### src/pfac_pkg.sv
// Package for the printf format argument classifier.
// Holds the request and result types, character codes and result codes.
// No dependencies.
package pfac_pkg;

    localparam int MAX_DIGITS_DEF = 24;
    localparam int CODE_BYTES_DEF = 4;

    typedef struct packed {
        logic [31:0] char_code;
        logic        end_of_format;
    } t_in_item;

    typedef struct packed {
        logic [3:0]  arg_class;
        logic [2:0]  size_rank;
        logic [1:0]  radix;
        logic [1:0]  length_mode;
        logic [31:0] length_value;
    } t_out_item;

    typedef struct packed {
        logic        in_conversion;
        logic [1:0]  half_count;
        logic [1:0]  long_count;
        logic [4:0]  digit_count;
        logic [31:0] length_accum;
        logic        star_pending;
    } t_state;

    // argument classes
    localparam logic [3:0] CLS_SIGNED   = 4'd0;
    localparam logic [3:0] CLS_UNSIGNED = 4'd1;
    localparam logic [3:0] CLS_DOUBLE   = 4'd2;
    localparam logic [3:0] CLS_CHAR     = 4'd3;
    localparam logic [3:0] CLS_WCHAR    = 4'd4;
    localparam logic [3:0] CLS_STRING   = 4'd5;
    localparam logic [3:0] CLS_WSTRING  = 4'd6;
    localparam logic [3:0] CLS_POINTER  = 4'd7;
    localparam logic [3:0] CLS_END      = 4'd8;

    localparam logic [1:0] RADIX_DEFAULT = 2'd0;
    localparam logic [1:0] RADIX_OCTAL   = 2'd1;
    localparam logic [1:0] RADIX_HEX     = 2'd2;
    localparam logic [1:0] RADIX_TEXT    = 2'd3;

    localparam logic [1:0] LEN_ZERO_TERM = 2'd0;
    localparam logic [1:0] LEN_DIGITS    = 2'd1;
    localparam logic [1:0] LEN_STAR      = 2'd2;

    localparam logic [2:0] RANK_BASE = 3'd2;

    localparam logic [31:0] CH_PERCENT = 32'h25;
    localparam logic [31:0] CH_STAR    = 32'h2A;
    localparam logic [31:0] CH_0       = 32'h30;
    localparam logic [31:0] CH_9       = 32'h39;
    localparam logic [31:0] CH_UA      = 32'h41;
    localparam logic [31:0] CH_UC      = 32'h43;
    localparam logic [31:0] CH_UE      = 32'h45;
    localparam logic [31:0] CH_UF      = 32'h46;
    localparam logic [31:0] CH_UG      = 32'h47;
    localparam logic [31:0] CH_UL      = 32'h4C;
    localparam logic [31:0] CH_US      = 32'h53;
    localparam logic [31:0] CH_UX      = 32'h58;
    localparam logic [31:0] CH_UZ      = 32'h5A;
    localparam logic [31:0] CH_A       = 32'h61;
    localparam logic [31:0] CH_C       = 32'h63;
    localparam logic [31:0] CH_D       = 32'h64;
    localparam logic [31:0] CH_E       = 32'h65;
    localparam logic [31:0] CH_F       = 32'h66;
    localparam logic [31:0] CH_G       = 32'h67;
    localparam logic [31:0] CH_H       = 32'h68;
    localparam logic [31:0] CH_I       = 32'h69;
    localparam logic [31:0] CH_J       = 32'h6A;
    localparam logic [31:0] CH_L       = 32'h6C;
    localparam logic [31:0] CH_M       = 32'h6D;
    localparam logic [31:0] CH_N       = 32'h6E;
    localparam logic [31:0] CH_O       = 32'h6F;
    localparam logic [31:0] CH_P       = 32'h70;
    localparam logic [31:0] CH_Q       = 32'h71;
    localparam logic [31:0] CH_S       = 32'h73;
    localparam logic [31:0] CH_T       = 32'h74;
    localparam logic [31:0] CH_U       = 32'h75;
    localparam logic [31:0] CH_X       = 32'h78;
    localparam logic [31:0] CH_Z       = 32'h7A;

endpackage

### src/pfac_step.sv
// Per-character decode: next conversion state and the optional result.
// Depends on pfac_pkg.
module pfac_step
    import pfac_pkg::*;
#(
    parameter int MAX_DIGITS = MAX_DIGITS_DEF,
    parameter int CODE_BYTES = CODE_BYTES_DEF
) (
    input  t_state    i_state,
    input  t_in_item  i_item,
    output t_state    o_state,
    output logic      o_res_valid,
    output t_out_item o_res
);

    localparam logic [32:0] MaskWide = (33'd1 << (8 * CODE_BYTES)) - 33'd1;
    localparam logic [31:0] CodeMask = MaskWide[31:0];
    localparam logic [4:0]  DigitLimit = 5'(MAX_DIGITS);

    logic [31:0] ch;
    logic [2:0]  rank;
    logic [35:0] acc_times10;
    logic [35:0] acc_next;
    logic        emit;
    logic        wide_str;
    logic [3:0]  str_class;

    assign ch          = i_item.char_code & CodeMask;
    assign rank        = 3'(RANK_BASE + {1'b0, i_state.long_count}
                            - {1'b0, i_state.half_count});
    assign acc_times10 = {1'b0, i_state.length_accum, 3'b000}
                       + {3'b000, i_state.length_accum, 1'b0};
    assign acc_next    = acc_times10 + {32'd0, ch[3:0]};

    always_comb begin
        o_state     = i_state;
        o_res       = '0;
        emit        = 1'b0;
        wide_str    = 1'b0;
        str_class   = CLS_STRING;
        if (i_item.end_of_format) begin
            o_state         = '0;
            emit            = 1'b1;
            o_res.arg_class = CLS_END;
        end else if (!i_state.in_conversion) begin
            if (ch == CH_PERCENT) begin
                o_state.in_conversion = 1'b1;
            end
        end else if (ch inside {[CH_0:CH_9]}) begin
            if (i_state.digit_count < DigitLimit) begin
                o_state.length_accum = (|acc_next[35:32]) ? '1 : acc_next[31:0];
                o_state.digit_count  = i_state.digit_count + 5'd1;
            end
        end else begin
            case (ch)
                CH_STAR: begin
                    o_state.star_pending = 1'b1;
                    emit                 = 1'b1;
                    o_res.arg_class      = CLS_SIGNED;
                    o_res.size_rank      = rank;
                end
                CH_H: begin
                    if (i_state.half_count < 2'd2) begin
                        o_state.half_count = i_state.half_count + 2'd1;
                    end
                end
                CH_L: begin
                    if (i_state.long_count < 2'd2) begin
                        o_state.long_count = i_state.long_count + 2'd1;
                    end
                end
                CH_Q, CH_J: begin
                    o_state.long_count = 2'd2;
                end
                CH_UL, CH_T, CH_Z, CH_UZ: begin
                    o_state.long_count = 2'd1;
                end
                CH_D, CH_I: begin
                    o_state.in_conversion = 1'b0;
                    emit                  = 1'b1;
                    o_res.arg_class       = CLS_SIGNED;
                    o_res.size_rank       = rank;
                end
                CH_O: begin
                    o_state.in_conversion = 1'b0;
                    emit                  = 1'b1;
                    o_res.arg_class       = CLS_UNSIGNED;
                    o_res.size_rank       = rank;
                    o_res.radix           = RADIX_OCTAL;
                end
                CH_X, CH_UX: begin
                    o_state.in_conversion = 1'b0;
                    emit                  = 1'b1;
                    o_res.arg_class       = CLS_UNSIGNED;
                    o_res.size_rank       = rank;
                    o_res.radix           = RADIX_HEX;
                end
                CH_U: begin
                    o_state.in_conversion = 1'b0;
                    emit                  = 1'b1;
                    o_res.arg_class       = CLS_UNSIGNED;
                    o_res.size_rank       = rank;
                end
                CH_E, CH_UE, CH_F, CH_UF, CH_G, CH_UG, CH_A, CH_UA: begin
                    o_state.in_conversion = 1'b0;
                    emit                  = 1'b1;
                    o_res.arg_class       = CLS_DOUBLE;
                end
                CH_C: begin
                    o_state.in_conversion = 1'b0;
                    emit                  = 1'b1;
                    o_res.arg_class       = (i_state.long_count != 2'd0) ? CLS_WCHAR
                                                                         : CLS_CHAR;
                    o_res.radix           = RADIX_TEXT;
                end
                CH_UC: begin
                    o_state.in_conversion = 1'b0;
                    emit                  = 1'b1;
                    o_res.arg_class       = CLS_WCHAR;
                    o_res.radix           = RADIX_TEXT;
                end
                CH_S, CH_US: begin
                    wide_str  = (ch == CH_US) || (i_state.long_count != 2'd0);
                    str_class = wide_str ? CLS_WSTRING : CLS_STRING;
                    o_state.in_conversion = 1'b0;
                    emit                  = 1'b1;
                    o_res.arg_class       = str_class;
                    o_res.radix           = RADIX_TEXT;
                    // a pending star length wins over collected digits
                    if (i_state.star_pending) begin
                        o_state.star_pending = 1'b0;
                        o_res.length_mode    = LEN_STAR;
                    end else if (i_state.digit_count != 5'd0) begin
                        o_res.length_mode  = LEN_DIGITS;
                        o_res.length_value = i_state.length_accum;
                    end
                end
                CH_P, CH_N: begin
                    o_state.in_conversion = 1'b0;
                    emit                  = 1'b1;
                    o_res.arg_class       = CLS_POINTER;
                end
                CH_M, CH_PERCENT: begin
                    // digits survive; the size modifiers drop and the conversion ends
                    o_state.half_count    = 2'd0;
                    o_state.long_count    = 2'd0;
                    o_state.in_conversion = 1'b0;
                end
                default: begin
                end
            endcase
        end
        if (emit) begin
            o_state.half_count   = 2'd0;
            o_state.long_count   = 2'd0;
            o_state.digit_count  = 5'd0;
            o_state.length_accum = 32'd0;
        end
    end

    assign o_res_valid = emit;

endmodule

### src/printf_format_argument_classifier_top.sv
// A request goes into the input register, is decoded combinationally and its result is registered.
// Throughput: one request per cycle unless a full result register is stalled downstream.
// The input register stalls upstream only while the result register is full
// and stalled downstream. Synchronous active-low reset clears the
// conversion state and both valid flags.
module printf_format_argument_classifier_top
    import pfac_pkg::*;
#(
    parameter int MAX_DIGITS = MAX_DIGITS_DEF,
    parameter int CODE_BYTES = CODE_BYTES_DEF
) (
    input  logic      i_clk,
    input  logic      i_rst_n,
    input  logic      i_valid,
    output logic      o_stall,
    input  t_in_item  i_in_item,
    output logic      o_valid,
    input  logic      i_stall,
    output t_out_item o_out_item
);

    logic      r_in_valid;
    t_in_item  r_in_item;
    t_state    r_state;
    logic      r_out_valid;
    t_out_item r_out_item;

    t_state    n_state;
    logic      step_res_valid;
    t_out_item step_res;
    logic      out_free;
    logic      process;

    pfac_step #(
        .MAX_DIGITS (MAX_DIGITS),
        .CODE_BYTES (CODE_BYTES)
    ) u_step (
        .i_state     (r_state),
        .i_item      (r_in_item),
        .o_state     (n_state),
        .o_res_valid (step_res_valid),
        .o_res       (step_res)
    );

    assign out_free = !r_out_valid || !i_stall;
    assign process  = r_in_valid && out_free;
    assign o_stall  = r_in_valid && !out_free;

    always_ff @(posedge i_clk) begin
        if (!i_rst_n) begin
            r_in_valid <= 1'b0;
        end else if (!o_stall) begin
            r_in_valid <= i_valid;
        end
        if (!o_stall) begin
            r_in_item <= i_in_item;
        end
    end

    always_ff @(posedge i_clk) begin
        if (!i_rst_n) begin
            r_state     <= '0;
            r_out_valid <= 1'b0;
        end else begin
            if (process) begin
                r_state <= n_state;
            end
            if (out_free) begin
                r_out_valid <= process && step_res_valid;
            end
        end
        if (out_free && process && step_res_valid) begin
            r_out_item <= step_res;
        end
    end

    assign o_valid    = r_out_valid;
    assign o_out_item = r_out_item;

    a_end_clears_state: assert property (@(posedge i_clk) disable iff (!i_rst_n)
        process && r_in_item.end_of_format |=> r_state == '0)
        else $error("end of format did not clear the conversion state");

    a_end_result_clean: assert property (@(posedge i_clk) disable iff (!i_rst_n)
        o_valid && o_out_item.arg_class == CLS_END |->
            o_out_item.size_rank == 3'd0 && o_out_item.radix == RADIX_DEFAULT &&
            o_out_item.length_mode == LEN_ZERO_TERM && o_out_item.length_value == 32'd0)
        else $error("end result carries nonzero fields");

    a_counts_bounded: assert property (@(posedge i_clk) disable iff (!i_rst_n)
        r_state.half_count <= 2'd2 && r_state.long_count <= 2'd2 &&
        r_state.digit_count <= 5'(MAX_DIGITS))
        else $error("modifier or digit count out of range");

    a_stall_only_when_full: assert property (@(posedge i_clk) disable iff (!i_rst_n)
        o_stall |-> r_in_valid && r_out_valid && i_stall)
        else $error("upstream stalled without a full pipeline");

endmodule
### config.mk
export PLATFORM = sky130hd
export DESIGN_NAME = printf_format_argument_classifier_top
export DESIGN_NICKNAME = d
export VERILOG_FILES = /design/src/pfac_pkg.sv /design/src/pfac_step.sv /design/src/printf_format_argument_classifier_top.sv
export SDC_FILE = /design/constraint.sdc
export NUM_CORES = 1
export LEC_CHECK = 0
export BUFFER_PORTS_ARGS = -buffer_cell sky130_fd_sc_hd__buf_2
export CAP_MARGIN = 5
export CORE_MARGIN = 2
export CORE_UTILIZATION = 45
export CTS_CLUSTER_DIAMETER = 120
export DETAILED_ROUTE_END_ITERATION = 6
export GPL_TIMING_DRIVEN = 0
export PLACE_DENSITY_LB_ADDON = 0.1
export SLEW_MARGIN = 10
export SYNTH_ARGS = -nofsm -noshare
export SYNTH_HDL_FRONTEND = slang
export SYNTH_SLANG_ARGS = --single-unit
### constraint.sdc
create_clock -name i_clk -period 3.78 [get_ports i_clk]
set_input_delay 0.378 -clock i_clk [delete_from_list [all_inputs] [get_ports i_clk]]
set_output_delay 0.378 -clock i_clk [all_outputs]
set_load 0.02 [all_outputs]
==> metrics.md <==
| Metric | Value |
|---|---|
| CP arrival | about 4000 ps |
| Slew Viols, Final | 0 |
| Hold Crit Class | input pin to flip-flop |
| Async set-reset flop share out of synthesis | 0% |
| Synthesized area | a little over 0.007 mm^2 |
| Reg-to-reg setup timing slack | around 130 ps |
| Register-to-Register Path Depth | 12 |
| Worst-path fanout max | 10 |
| IO Pins | 82 |
| WHS Path Cells | 1 |
| Worst-path clk slew | approximately 60 ps |
| Achievable frequency | about 270 MHz |
| Setup_tns | 0 ps |
| Critical Path Most Common Cell | fa_1 |
| CP max stage delay | between 500 and 600 ps |
| CTS buffer count | 17 |
| Type of the worst setup path | flip-flop to flip-flop |
| Number of global-route vias before repair | roughly 5.9k |
| Post-synth EDFFs | 76 |
| Least-Margin Pin Slew | between 1000 and 1500 ps |
| Synth cell types | 67 |
| Sequential area share after synthesis | between 40% and 50% |
| Final core occ | a little over half |
| Residual DRC | 0 |
| Worst path slowest cell | fa_1 |
| CTS Buffer Depth | 2 |
| Total gr overflow | 0 |
| CTS tree | built |
| Pwr per Cell Area | around 370 mW/mm^2 |
| Placed insts | between 900 and 1k |
| Initial drt markers | approximately 330 |
| Gr usage total | 21.9% |
| Tcrit/Tclk final | a little over nine tenths |
| # port buffers | a little over 80 |
| Routed Antenna Nets | 0 |
| Final nets | about 900 |
| Leakage | 3.49 nW |
| First-pass GRT wire length | ~29,000 um |
| Initial antenna violation count | 0 |
| Clk sink count | 121 |
| CP Launch Type | flip-flop |
| HPWL Detailed | roughly 13,000 um |
| CTS Root Cell | clkbuf_16 |
| H-tree levels | 4 |
| Cells after Synth | between 600 and 700 |
| Critical Path RT | about 4100 ps |
| Core Region | roughly 0.016 mm^2 |
| Fin. Hold Viols | 0 |
| DR pass1 iterations | 5 |
| Cell Chain, Critical Path | fa_1 -> inv_1 -> fa_1 -> nand2b_1 -> a21o_1 -> a311o_1 -> a21oi_2 -> o211ai_1 -> a311oi_1 -> o31a_1 -> buf_4 -> a221o_1 |
| Final Critical Period | 3650 ps |
| Final Setup Violations | 0 |
| GP Congestion | around 0.88 |
| #FFs+latches synth | around 120 |
| Routed wire length per instance | between 15 and 20 um |
| Final cell count without fillers | 1,025 |
| Die area | roughly 0.017 mm^2 |
| Ys flop type | edfxtp_1 |
| Routed vias | a little under 6k |
| Vias per cell | 5.74 |
| DIE HEIGHT | around 130 um |
| Antenna Cells | 0 |
| # rows | between 40 and 50 |
| Synthesized net count | ~800 |
| Max Cap Viol | 0 |
| Share of cells above drive strength 1 | between 15 and 20% |
| Largest net degree at the start of global routing | 35 |
| Synth warnings | 0 |
| Initial Utilization | a little under half |
| Status | finished, final reports clean |
| Synth-to-Final Area Change | 18.2% |
| Clk_lat worst skew | about 420 ps |
| Syn Area/Cell | roughly 10 um^2 |
| Crit end category | flip-flop |
| WL final | between 15,000 and 20,000 um |
| Relative slew slack | between 30 and 40% |
| Die Wd | approximately 130 um |
| RSZ-0062 raised after global routing | true |
| Setup Skew | around 9.2 ps |
| Max IR drop VDD | roughly 390 uV |
-- placed cells by master, fill, tap and decap left out, types with 5 or more instances in the layout --
cell type	count
buf_2	86
a221o_1	32
nor2_1	40
a31oi_1	9
dfxtp_1	45
xnor2_1	19
inv_1	21
a211oi_1	10
clkbuf_1	21
and2_1	36
edfxtp_1	76
xor2_1	13
nand2b_1	6
ha_1	69
o211ai_1	8
nand3_1	11
a21oi_1	38
nor3_1	15
buf_4	5
and3_1	13
o21a_1	5
nand2_1	50
nor2b_1	9
clkbuf_16	17
o21ai_0	25
nor4_1	15
a21o_1	6
nand4_1	11
-- final cells by class --
type | instances | area [um^2]
fillers | 1441 | 7260
multi-input cells | 518 | 3790
flip-flops and latches | 121 | 3180
repair buffers | 84 | 448
clock buffers | 18 | 429
well taps | 216 | 270
plain buffers | 32 | 168
clock inverters | 14 | 140
inverters | 22 | 82.6
-- path summary, 6_finish.rpt --
kind / startpoint / end
worst max-delay path: r_in_item[4] / r_state[2]
worst min-delay path: i_in_item[23] / r_in_item[23]
worst max register to register: r_in_item[4] / r_state[2]
worst min register to register: r_state[40] / r_state[40]
-- synthesized netlist by cell type (all sizes together) (8+ instances only) --
master	instances	area, um^2
o21ai	30	154
nor2b	9	56.3
nor4	15	93.8
o211ai	8	60.1
buf	12	85.1
a21oi	40	200
nor2	41	156
and3	13	81.3
nor3	16	80.1
a221o	32	320
nand4	11	68.8
xor2	13	114
xnor2	19	166
edfxtp	76	2280
inv	22	82.6
and2	36	225
nand2	50	188
a211oi	10	75.1
a31oi	9	56.3
clkbuf	20	75.1
dfxtp	45	901
ha	69	863
nand3	12	60.1
-- power by group --
| group | internal [mW] | switching, mW |
|---|---|---|
| combinational | 0.0515 | 0.0790 |
| sequential | 1.43 | 0.0164 |
| clock | 0.921 | 0.651 |
-- metrics by stage --
stage | setup WS, ps | hold WS (ps) | total power [mW] | cell area [um^2]
2_1_floorplan | 441 | 444 | 1.55 | 7200
3_3_place_gp | -151 | 470 | 1.60 | 7880
3_5_place_dp | -93.0 | 480 | 1.61 | 7910
4_1_cts | 7.86 | 114 | 3.18 | 8500
5_1_grt | -53.0 | 115 | 3.25 | 8510
6_report | 134 | 131 | 3.15 | 8510
-- flip-flops by register name (all words and copies together) (netlist names) --
register	flops
r_state	43
o_valid	1
o_out_item	43
r_in_item	33
r_in_valid	1
-- kinds of logic (layout without fill, tap and decap cells) --
group	after synthesis	after routing	share of synthesized area (%)
simple gates	235	235	17.7
compound gates	174	174	17.4
mux	6	6	0.869
buf+inv	54	170	3.37
fa+ha+maj	71	71	12.5
flops	121	121	44.2
xor+xnor	32	32	3.89
-- critical path: cells and delay by family, from the launching register on --
kind            cells  cell delay [ps]
compound gates      7             1630
fa+ha+maj           2             1030
buf+inv             2              300
flops               1              420
simple gates        1              180
-- repair_timing --
action | CTS | global route
endpoints found under the setup margin | 31 | 60
gates resized for setup | 2 | 5
pin swaps | 1 | 1
hold buffers | 0 | 0
endpoints found under the hold margin | 0 | 0
setup buffers | 2 | 0
-- per-layer routing --
layer / up-vias / track usage, % / part of all wire [%]
met5: - / 0 / 0
met4: 0 / 7.07 / 1.6
met3: 24 / 3.87 / 4.4
met2: 165 / 36.2 / 48
met1: 2827 / 29.4 / 46
li1: 2872 / - / -
No activity file was read; power rests on OpenSTA's default activity.
